### config.mk
export PLATFORM = sky130hd
export DESIGN_NAME = iir4_cfg
export DESIGN_NICKNAME = d
export VERILOG_FILES = /design/src/hw/rtl/iir4_pkg.sv /design/src/hw/rtl/iir4_cfg.sv
export SDC_FILE = /design/constraint.sdc
export NUM_CORES = 1
export LEC_CHECK = 0
export ABC_CLOCK_PERIOD_IN_PS = 2300
export BUFFER_PORTS_ARGS = -buffer_cell sky130_fd_sc_hd__buf_4
export CORE_UTILIZATION = 50
export CTS_CLUSTER_SIZE = 16
export DETAILED_ROUTE_END_ITERATION = 16
export PLACE_DENSITY = 0.79
export SETUP_SLACK_MARGIN = 0.5
export SLEW_MARGIN = 20
export SYNTH_ARGS = -nofsm -noshare
export SYNTH_HDL_FRONTEND = slang
export SYNTH_SLANG_ARGS = --single-unit
### constraint.sdc
create_clock -name clk -period 2.3 [get_ports clk]
set_clock_uncertainty 0.1 [all_clocks]
set_input_delay 0.46 -clock clk [delete_from_list [all_inputs] [get_ports clk]]
set_output_delay 0.46 -clock clk [all_outputs]
set_load 0.005 [all_outputs]
### src/hw/rtl/iir4_pkg.sv
package iir4_pkg;

  // Field widths and fixed-point formats
  localparam int SAMPLE_BITS    = 12;
  localparam int COEF_FRAC_BITS = 28;
  localparam int COEF_W         = 32;
  localparam int OUT_W          = 32;
  localparam int OUT_FRAC_BITS  = 16;
  localparam int HIST_DEPTH     = 4;
  localparam int NUM_TAPS       = HIST_DEPTH + 1;

  // Configuration port
  localparam int CFG_IDX_W  = 3;
  localparam int CFG_DATA_W = 64;

  // Accumulator widths: feed-forward sum of five products, feedback sum of four
  localparam int FF_W  = COEF_W + SAMPLE_BITS + 1 + 3;
  localparam int FB_W  = 2 * COEF_W + 2;
  localparam int ACC_W = ((FF_W + OUT_FRAC_BITS > FB_W) ? (FF_W + OUT_FRAC_BITS) : FB_W) + 1;
  localparam int SH_W  = ACC_W - COEF_FRAC_BITS;

  typedef logic signed [COEF_W-1:0] coef_word_t;
  typedef logic [SAMPLE_BITS-1:0]   sample_t;
  typedef logic signed [OUT_W-1:0]  out_word_t;

  // Register indexes of the configuration port
  typedef enum logic [CFG_IDX_W-1:0] {
    REG_NUM_COEF_01 = 3'd0,
    REG_NUM_COEF_23 = 3'd1,
    REG_NUM_COEF_4  = 3'd2,
    REG_DEN_COEF_12 = 3'd3,
    REG_DEN_COEF_34 = 3'd4
  } cfg_reg_t;

  // Coefficient set handed from the register bank to the datapath
  typedef struct packed {
    coef_word_t [NUM_TAPS-1:0] b;
    coef_word_t [HIST_DEPTH:1] a;
  } coef_set_t;

  localparam logic signed [ACC_W-1:0] ROUND_BIAS =
    ACC_W'(1) <<< (COEF_FRAC_BITS - 1);
  localparam out_word_t OUT_MAX = {1'b0, {(OUT_W-1){1'b1}}};
  localparam out_word_t OUT_MIN = {1'b1, {(OUT_W-1){1'b0}}};

endpackage

### src/hw/rtl/iir4_cfg.sv
module iir4_cfg (
  input  logic                               clk,
  input  logic                               rst_n,
  input  logic                               cfg_valid,
  output logic                               cfg_ready,
  input  logic [iir4_pkg::CFG_IDX_W-1:0]     cfg_index,
  input  logic [iir4_pkg::CFG_DATA_W-1:0]    cfg_data,
  output iir4_pkg::coef_set_t                coefs
);

  logic [2*iir4_pkg::COEF_W-1:0] num_coef_01_r;
  logic [2*iir4_pkg::COEF_W-1:0] num_coef_23_r;
  logic [iir4_pkg::COEF_W-1:0]   num_coef_4_r;
  logic [2*iir4_pkg::COEF_W-1:0] den_coef_12_r;
  logic [2*iir4_pkg::COEF_W-1:0] den_coef_34_r;

  assign cfg_ready = 1'b1;

  // Store a register write; drop writes to unknown indexes
  always_ff @(posedge clk) begin
    if (!rst_n) begin
      num_coef_01_r <= '0;
      num_coef_23_r <= '0;
      num_coef_4_r  <= '0;
      den_coef_12_r <= '0;
      den_coef_34_r <= '0;
    end else if (cfg_valid && cfg_ready) begin
      unique case (iir4_pkg::cfg_reg_t'(cfg_index))
        iir4_pkg::REG_NUM_COEF_01: num_coef_01_r <= cfg_data[2*iir4_pkg::COEF_W-1:0];
        iir4_pkg::REG_NUM_COEF_23: num_coef_23_r <= cfg_data[2*iir4_pkg::COEF_W-1:0];
        iir4_pkg::REG_NUM_COEF_4:  num_coef_4_r  <= cfg_data[iir4_pkg::COEF_W-1:0];
        iir4_pkg::REG_DEN_COEF_12: den_coef_12_r <= cfg_data[2*iir4_pkg::COEF_W-1:0];
        iir4_pkg::REG_DEN_COEF_34: den_coef_34_r <= cfg_data[2*iir4_pkg::COEF_W-1:0];
        default: ;
      endcase
    end
  end

  // Unpack coefficient pairs
  always_comb begin
    coefs.b[0] = num_coef_01_r[iir4_pkg::COEF_W-1:0];
    coefs.b[1] = num_coef_01_r[2*iir4_pkg::COEF_W-1:iir4_pkg::COEF_W];
    coefs.b[2] = num_coef_23_r[iir4_pkg::COEF_W-1:0];
    coefs.b[3] = num_coef_23_r[2*iir4_pkg::COEF_W-1:iir4_pkg::COEF_W];
    coefs.b[4] = num_coef_4_r;
    coefs.a[1] = den_coef_12_r[iir4_pkg::COEF_W-1:0];
    coefs.a[2] = den_coef_12_r[2*iir4_pkg::COEF_W-1:iir4_pkg::COEF_W];
    coefs.a[3] = den_coef_34_r[iir4_pkg::COEF_W-1:0];
    coefs.a[4] = den_coef_34_r[2*iir4_pkg::COEF_W-1:iir4_pkg::COEF_W];
  end

endmodule

# Word-level counts from Yosys, hierarchy flattened
# Cells that the tools add are included.
# word_totals
regBits	288
latch_bits	0
ramBits	0
mem_bits_ro	0
inputBits	70
out_inout_bits	289
elab_cells	15
n_memories	0
# classes
addsub	0
multipliers	0
n_div	0
n_lt_le_gt_ge	0
eq_ne	4
shift	0
n_mux	0
bitwise_logic	0
n_reduce_logical	6
# op_table
cell	n
$reduce_and 2->1	5
$eq 3x2->1 const B	2
$eq 3x1->1 const B	1
$eq 3x3->1 const B	1
$logic_not 3->1	1

# Longest topological paths before layout
# Gate-level depths: netlist of the first run.
# depth
depth_word	2
depth_mapped	5
mapped_depth_nobuf	2

# Worst setup path after synthesis of the first run
# OpenSTA, ideal clock, no wires.
# synth_timing
path_kind	input -> register
start	in cfg_index[0] (netlist bit)
end	reg num_coef_01_r[10] (netlist bit)
setup_ns	0.072
t_arrival_ns	1.252
required_time_ns	2.128
setup_slack_ns	0.877
stages	4
path_buffers	2
path_cell_list	nor4b_4 -> buf_12 -> buf_12 -> mux2i_1
# synth_via
elab_chain_len	2
# synth_lines
item	line_no	rtl
from (decl)	iir4_cfg.sv:6	input logic [iir4_pkg::CFG_IDX_W-1:0] cfg_index,
$logic_not 3->1	iir4_cfg.sv:28	unique case (iir4_pkg::cfg_reg_t'(cfg_index))
$reduce_and 2->1 (no source line)	--	
to (signal assigned)	iir4_cfg.sv:29	iir4_pkg::REG_NUM_COEF_01: num_coef_01_r <= cfg_data[2*iir4_pkg::COEF_W-1:0];
to (decl)	iir4_cfg.sv:11	logic [2*iir4_pkg::COEF_W-1:0] num_coef_01_r;
# Every way passes these cells.
# A chain may end at the register's enable or synchronous reset.

# Final worst setup path of the first run
# layout_timing
start	reg den_coef_12_r[27] (netlist bit)
end	out coefs[27] (netlist bit)
# layout_rtl
item	line_no	rtl
from (decl)	iir4_cfg.sv:14	logic [2*iir4_pkg::COEF_W-1:0] den_coef_12_r;
from (signal assigned)	iir4_cfg.sv:32	iir4_pkg::REG_DEN_COEF_12: den_coef_12_r <= cfg_data[2*iir4_pkg::COEF_W-1:0];
to (decl)	iir4_cfg.sv:8	output iir4_pkg::coef_set_t coefs
# No word-level cell between the ends.

==> metrics.yaml, run 1 <==
clock_tree:
  numCtsBuffers: 30
  cts_max_level: 1
  postCtsSetupRepairBufs: 0
  numClockSinks: 288
  clk_pin_slew_ns: 0.06
  clockBufferDepth: 3
  cts_tree: "built"
  post_cts_resized: 0
  root_buffer: "clkbuf_16"
  ctsHoldBuffers: 0
  insertion_delay_ns: 0.53
die:
  die_x_um: 148
  coreArea_um2: 20500
  die_area_um2: 21800
  die-height_um: 148
  ios: 359
  row_count: 52
  initial_core_util: 0.518
sta:
  final.min_clock_period_ns: 1.61
  slew_headroom: 0.651
  setup-violations-final: 0
  tightest_slew_ns: 0.523
  hold_slack_ns: 0.143
  hold_violations: 0
  fin_tns_setup_ns: 0
  rsz0062_at_grt: "false"
  slew_viol_final: 0
  post-route-period-util: 0.701
  fmax_mhz: 620
place:
  hpwl_um: 19100
  dpl_cell_area_um2: 13400
  port_buffers: 357
  gp_congestion: 0.806
yosys:
  ys_seq_area_frac: 0.543
  ys_seq_elements: 288
  synth_cell_types: 12
  syn_area_um2: 10600
  syn_nets: 1076
  ys.warnings.count: 0
  syn_inst: 1006
  syn_avg_cell_area_um2: 10.6
critical_path:
  path_buf_inv: 1
  critical_path.startpoint: "den_coef_12_r[27]"
  cp.arrival_ns: 1.05
  path_max_fanout: 2
  worst_setup_path_end_kind: "output pin"
  slowest_stage: "dfxtp_1"
  max_stage_delay_ns: 0.38
  cp_cell_sequence: "buf_4"
  crit_required_ns: 1.74
  timing.rr.start: "den_coef_12_r[41]"
  criticalPathCategory: "flip-flop to output pin"
  start_kind: "flip-flop"
  path_delay_family: "flip-flops"
global_route:
  grt_max_degree: 65
  grt_pass1_vias: 8184
  grt_pass1_wl_um: 43700
  antenna_found_initial: 0
  track_usage: 0.253
  grt-ovfl-total: 0
min_path:
  hp-start: "cfg_data[38]"
  min_path_type: "primary input to flip-flop"
route:
  viasPerCell: 5.01
  first_iter_violations: 246
  wl_per_cell_um: 17.3
  via_count: 8189
  first_pass_iters: 4
  drc: 0
  ant_nets: 0
  drt_wl_total_um: 28200
layout:
  layout-drive-gt1-share: 0.315
  final_area_um2: 14400
  nets: 1412
  area_growth_pct: 35.4
  fillCellCount: 1554
  final_util: 0.701
  num_antenna_cells: 0
status:
  status: "completed"
power_and_ir_drop:
  leakage_nw: 7.53
  cellPowerDensity_nw_per_um2: 748
  irDropWorstVdd_mv: 0.591
job:
  maxCapViolations: 0
cells by family (layout without fill, tap and decap cells):
group | Yosys count | in the layout | share of synthesized area
DFF | 288 | 288 | 0.543
and+or+nand+nor | 357 | 357 | 0.131
buffers and inverters | 72 | 430 | 0.0541
muxes | 288 | 288 | 0.272
other | 1 | 1 | 0.000353
synthesized netlist by cell type (all sizes together):
cell | number | area share
nand4bb | 3 | 0.0032
conb | 1 | 0.00035
nor4b | 1 | 0.0022
nand4b | 1 | 0.00083
clkbuf | 23 | 0.0081
dfxtp | 288 | 0.54
nand2 | 352 | 0.12
mux2i | 288 | 0.27
buf | 49 | 0.046
power breakdown:
part	internal, mW	switching (mW)	total (mW)
registers	5.10	0.0596	5.16
logic	0.355	0.387	0.742
clock network	2.90	1.95	4.85
layer usage:
| layer | part of all wire | global-route usage | up-vias |
|---|---|---|---|
| met5 | 0 | 0 | - |
| met4 | 0.044 | 0.122 | 0 |
| met3 | 0.060 | 0.0531 | 73 |
| met2 | 0.49 | 0.448 | 250 |
| met1 | 0.41 | 0.291 | 3895 |
| li1 | - | - | 3971 |
metrics by stage:
stage | worst slack (ns) | std cells | power, mW
global route | 0.651 | 1634 | 11.1
global placement | 0.492 | 1580 | 6.00
floorplan | 0.877 | 1006 | 5.63
detailed placement | 0.453 | 1580 | 6.01
CTS | 0.663 | 1634 | 10.8
finish | 0.687 | 1634 | 10.7
final timing paths:
kind / endpoint / slack [ns] / cells after the start
setup / recovery: coefs[27] / 0.69 / 1
setup reg to reg: den_coef_12_r[41] / 1.53 / 2
hold / removal: den_coef_12_r[38] / 0.14 / 3
hold reg to reg: den_coef_34_r[0] / 0.36 / 2
sequential cells by signal, indices dropped and copies added (netlist names):
signal and flops:
den_coef_12_r 64, den_coef_34_r 64, num_coef_01_r 64, num_coef_23_r 64
num_coef_4_r 32
final cells by class:
class / count / area [µm²] / share of cell area
clock inverters: 12 / 116 / 0.00810
repair buffers: 376 / 2940 / 0.205
multi-input cells: 646 / 4320 / 0.301
well taps: 270 / 338 / 0.0235
flip-flops and latches: 288 / 5770 / 0.401
clock buffers: 42 / 887 / 0.0617
cell usage in the layout (no fill, tap or decap):
cell       instances
dfxtp_1          288
clkbuf_8           7
buf_8              1
nand4b_1           1
nand4bb_4          3
bufinv_16          2
nand2_1          352
clkbuf_1           4
clkbuf_16         31
clkinv_2           9
buf_12             9
nor4b_4            1
conb_1             1
buf_4            366
mux2i_1          288
inv_8              1
worst min-delay path, stage by stage:
cell	delay, ns
buf_4	0.07
nand2_1	0.08
mux2i_1	0.12
Power figures use the tool's default switching activity.
==> inputs of run 2 (changes only) <==
--- a/config.mk
+++ b/config.mk
@@ -5,12 +5,13 @@
 export SDC_FILE = /design/constraint.sdc
 export NUM_CORES = 1
 export LEC_CHECK = 0
-export ABC_CLOCK_PERIOD_IN_PS = 2300
+export ABC_AREA = 1
+export ABC_CLOCK_PERIOD_IN_PS = 1400
 export BUFFER_PORTS_ARGS = -buffer_cell sky130_fd_sc_hd__buf_4
-export CORE_UTILIZATION = 50
+export CORE_UTILIZATION = 46
 export CTS_CLUSTER_SIZE = 16
 export DETAILED_ROUTE_END_ITERATION = 16
-export PLACE_DENSITY = 0.79
+export PLACE_DENSITY = 0.76
 export SETUP_SLACK_MARGIN = 0.5
 export SLEW_MARGIN = 20
 export SYNTH_ARGS = -nofsm -noshare
==> constraint.sdc (replaced) <==
create_clock -name clk -period 1.4 [get_ports clk]
set_clock_uncertainty 0.1 [all_clocks]
set_input_delay 0.28 -clock clk [delete_from_list [all_inputs] [get_ports clk]]
set_output_delay 0.28 -clock clk [all_outputs]
set_load 0.005 [all_outputs]
==> metrics.yaml, run 2 <==
status:
  status: "finished with violations"
  violations: "negative hold slack"
yosys:
  synth_top_area_share: 0.507
  ys_seq_area_frac: 0.507
  synth_edf_count: 0
  yosys.area.top_type: "dfxtp_1"
  synth_cell_types: 14
  syn_avg_cell_area_um2: 6.92
  synthFlopType: "dfxtp_1"
  async_flop_share: 0
  ys.warnings.count: 0
  syn_inst: 1645
  syn_nets: 1715
  synth_area_leaders: "dfxtp_1, nor2_1, nand3_1, nand2_1, buf_2"
  ys_seq_elements: 288
  synth_common_cells: "nor2_1, nand2_1, dfxtp_1, nand3_1, buf_2"
  syn_area_um2: 11400
  synthMostInstantiatedCell: "nor2_1"
layout:
  area_growth_pct: 58.2
  final_area_um2: 18000
  nets: 2098
  final_cell_mix: "nor2_1, buf_6, nand2_1"
  layout-drive-gt1-share: 0.418
  stdcell_count: 2368
  layout_commonest_cell: "nor2_1"
  final_util: 0.740
  fillCellCount: 1670
  num_antenna_cells: 0
critical_path:
  path_delay_family: "flip-flops"
  crit_required_ns: 1.02
  path_buf_inv: 1
  cp.arrival_ns: 1.01
  worst_setup_path_end_kind: "output pin"
  criticalPathCategory: "flip-flop to output pin"
  start_kind: "flip-flop"
  r2r_cells: 4
  slowest_stage: "dfxtp_2"
  max_stage_delay_ns: 0.37
  cp_cell_sequence: "buf_6"
  cp_num_cells: 1
  path_max_fanout: 2
route:
  via_count: 12500
  drc: 0
  wl_per_cell_um: 17.3
  drt_wl_total_um: 41100
  ant_nets: 0
  viasPerCell: 5.28
  first_pass_iters: 5
  first_iter_violations: 1049
die:
  initial_core_util: 0.468
  ios: 359
  die_x_um: 159
  die-height_um: 159
  die_area_um2: 25400
  coreArea_um2: 24300
  row_count: 57
clock_tree:
  root_buffer: "clkbuf_16"
  clk_pin_slew_ns: 0.06
  numCtsBuffers: 29
  numClockSinks: 288
  insertion_delay_ns: 0.53
  cts_max_level: 1
  clockBufferDepth: 3
  cts_tree: "built"
global_route:
  grt_max_degree: 61
  track_usage: 0.304
  grt_pass1_wl_um: 62600
  grt-ovfl-total: 0
  grt_pass1_vias: 12100
  antenna_found_initial: 0
sta:
  final.min_clock_period_ns: 1.39
  setup-violations-final: 0
  slew_viol_final: 0
  rsz0062_at_grt: "true"
  fmax_mhz: 722
  post-route-period-util: 0.990
  hold_violations: 3
  hold_slack_ns: -0.00413
  fin_tns_setup_ns: 0
job:
  maxCapViolations: 0
place:
  dpl_cell_area_um2: 15000
  hpwl_um: 24600
  place_inst: 2264
  gp_congestion: 0.850
  port_buffers: 357
power_and_ir_drop:
  intPower_mw: 14.3
  p_sw_mw: 4.83
  p_sw_frac: 0.252
  combPwrFrac: 0.137
  irDropWorstVdd_mv: 0.969
  seqPwrFrac: 0.458
  power.total_mw: 19.1
  clockPowerShare: 0.404
  leakage_nw: 8.23
  cellPowerDensity_nw_per_um2: 1060
min_path:
  min_path_cells: 5
  min_path_type: "primary input to flip-flop"
[run 2: kinds of logic (layout without fill, tap and decap cells)]
kind of cell	count (synthesis)	in the layout	synth area share
buffers and inverters	189	588	0.0725
other	1	1	0.000330
DFF	288	288	0.507
and+or+nand+nor	1167	1167	0.420
[run 2: metrics by stage]
stage                     setup slack, ns  hold slack [ns]
after floorplan                     0.305            0.357
after global placement           -0.00663            0.350
after detailed placement          -0.0380            0.356
after CTS                        0.000311         -0.00167
after global routing              -0.0144          0.00271
final                              0.0141         -0.00413
[run 2: area by class of cell]
class	instances	area, µm²	area share
Sequential cell	288	6130	0.340
Clock buffer	40	837	0.0465
Timing Repair Buffer	471	5220	0.290
Clock inverter	7	95.1	0.00528
Multi-Input combinational cell	1168	5010	0.279
Inverter	70	299	0.0166
Tap cell	324	405	0.0225
[run 2: worst paths after layout]
path / from / endpoint / slack (ns)
max: num_coef_01_r[63] / coefs[191] / 0.01
max reg2reg: num_coef_01_r[32] / num_coef_01_r[32] / 0.49
min reg2reg: den_coef_12_r[20] / den_coef_12_r[20] / 0.37
min: cfg_data[34] / num_coef_23_r[34] / -0.004
[run 2: repair_timing]
action                                  in CTS  in global routing
hold buffers                                 2                  0
endpoints found under the hold margin        3                  0
endpoints found under the setup margin     288                349
buffers inserted                            25                 25
cloned                                       0                  5
resized for setup                          576                 28
pin swaps                                    0                 13
[run 2: metal layers]
layer,share of wire,vias to the layer above,track usage
li1,-,5849,-
met1,0.37,5844,0.358
met5,0,-,0
met2,0.49,687,0.518
met4,0.044,0,0.155
met3,0.093,130,0.0682
[run 2: tightest hold or removal path, delay by kind of cell]
kind | cells | cell delay [ns]
buf+inv | 2 | 0.12
simple gates | 3 | 0.19
[run 2: power by group through the flow]
stage | combinational (mW) | sequential, mW | clock, mW
floorplan | 1.22 | 8.83 | 0
global placement | 2.20 | 8.83 | 0
CTS | 2.45 | 8.76 | 7.81
finish | 2.63 | 8.77 | 7.74
global route | 2.84 | 8.79 | 8.21
detailed placement | 2.23 | 8.84 | 0
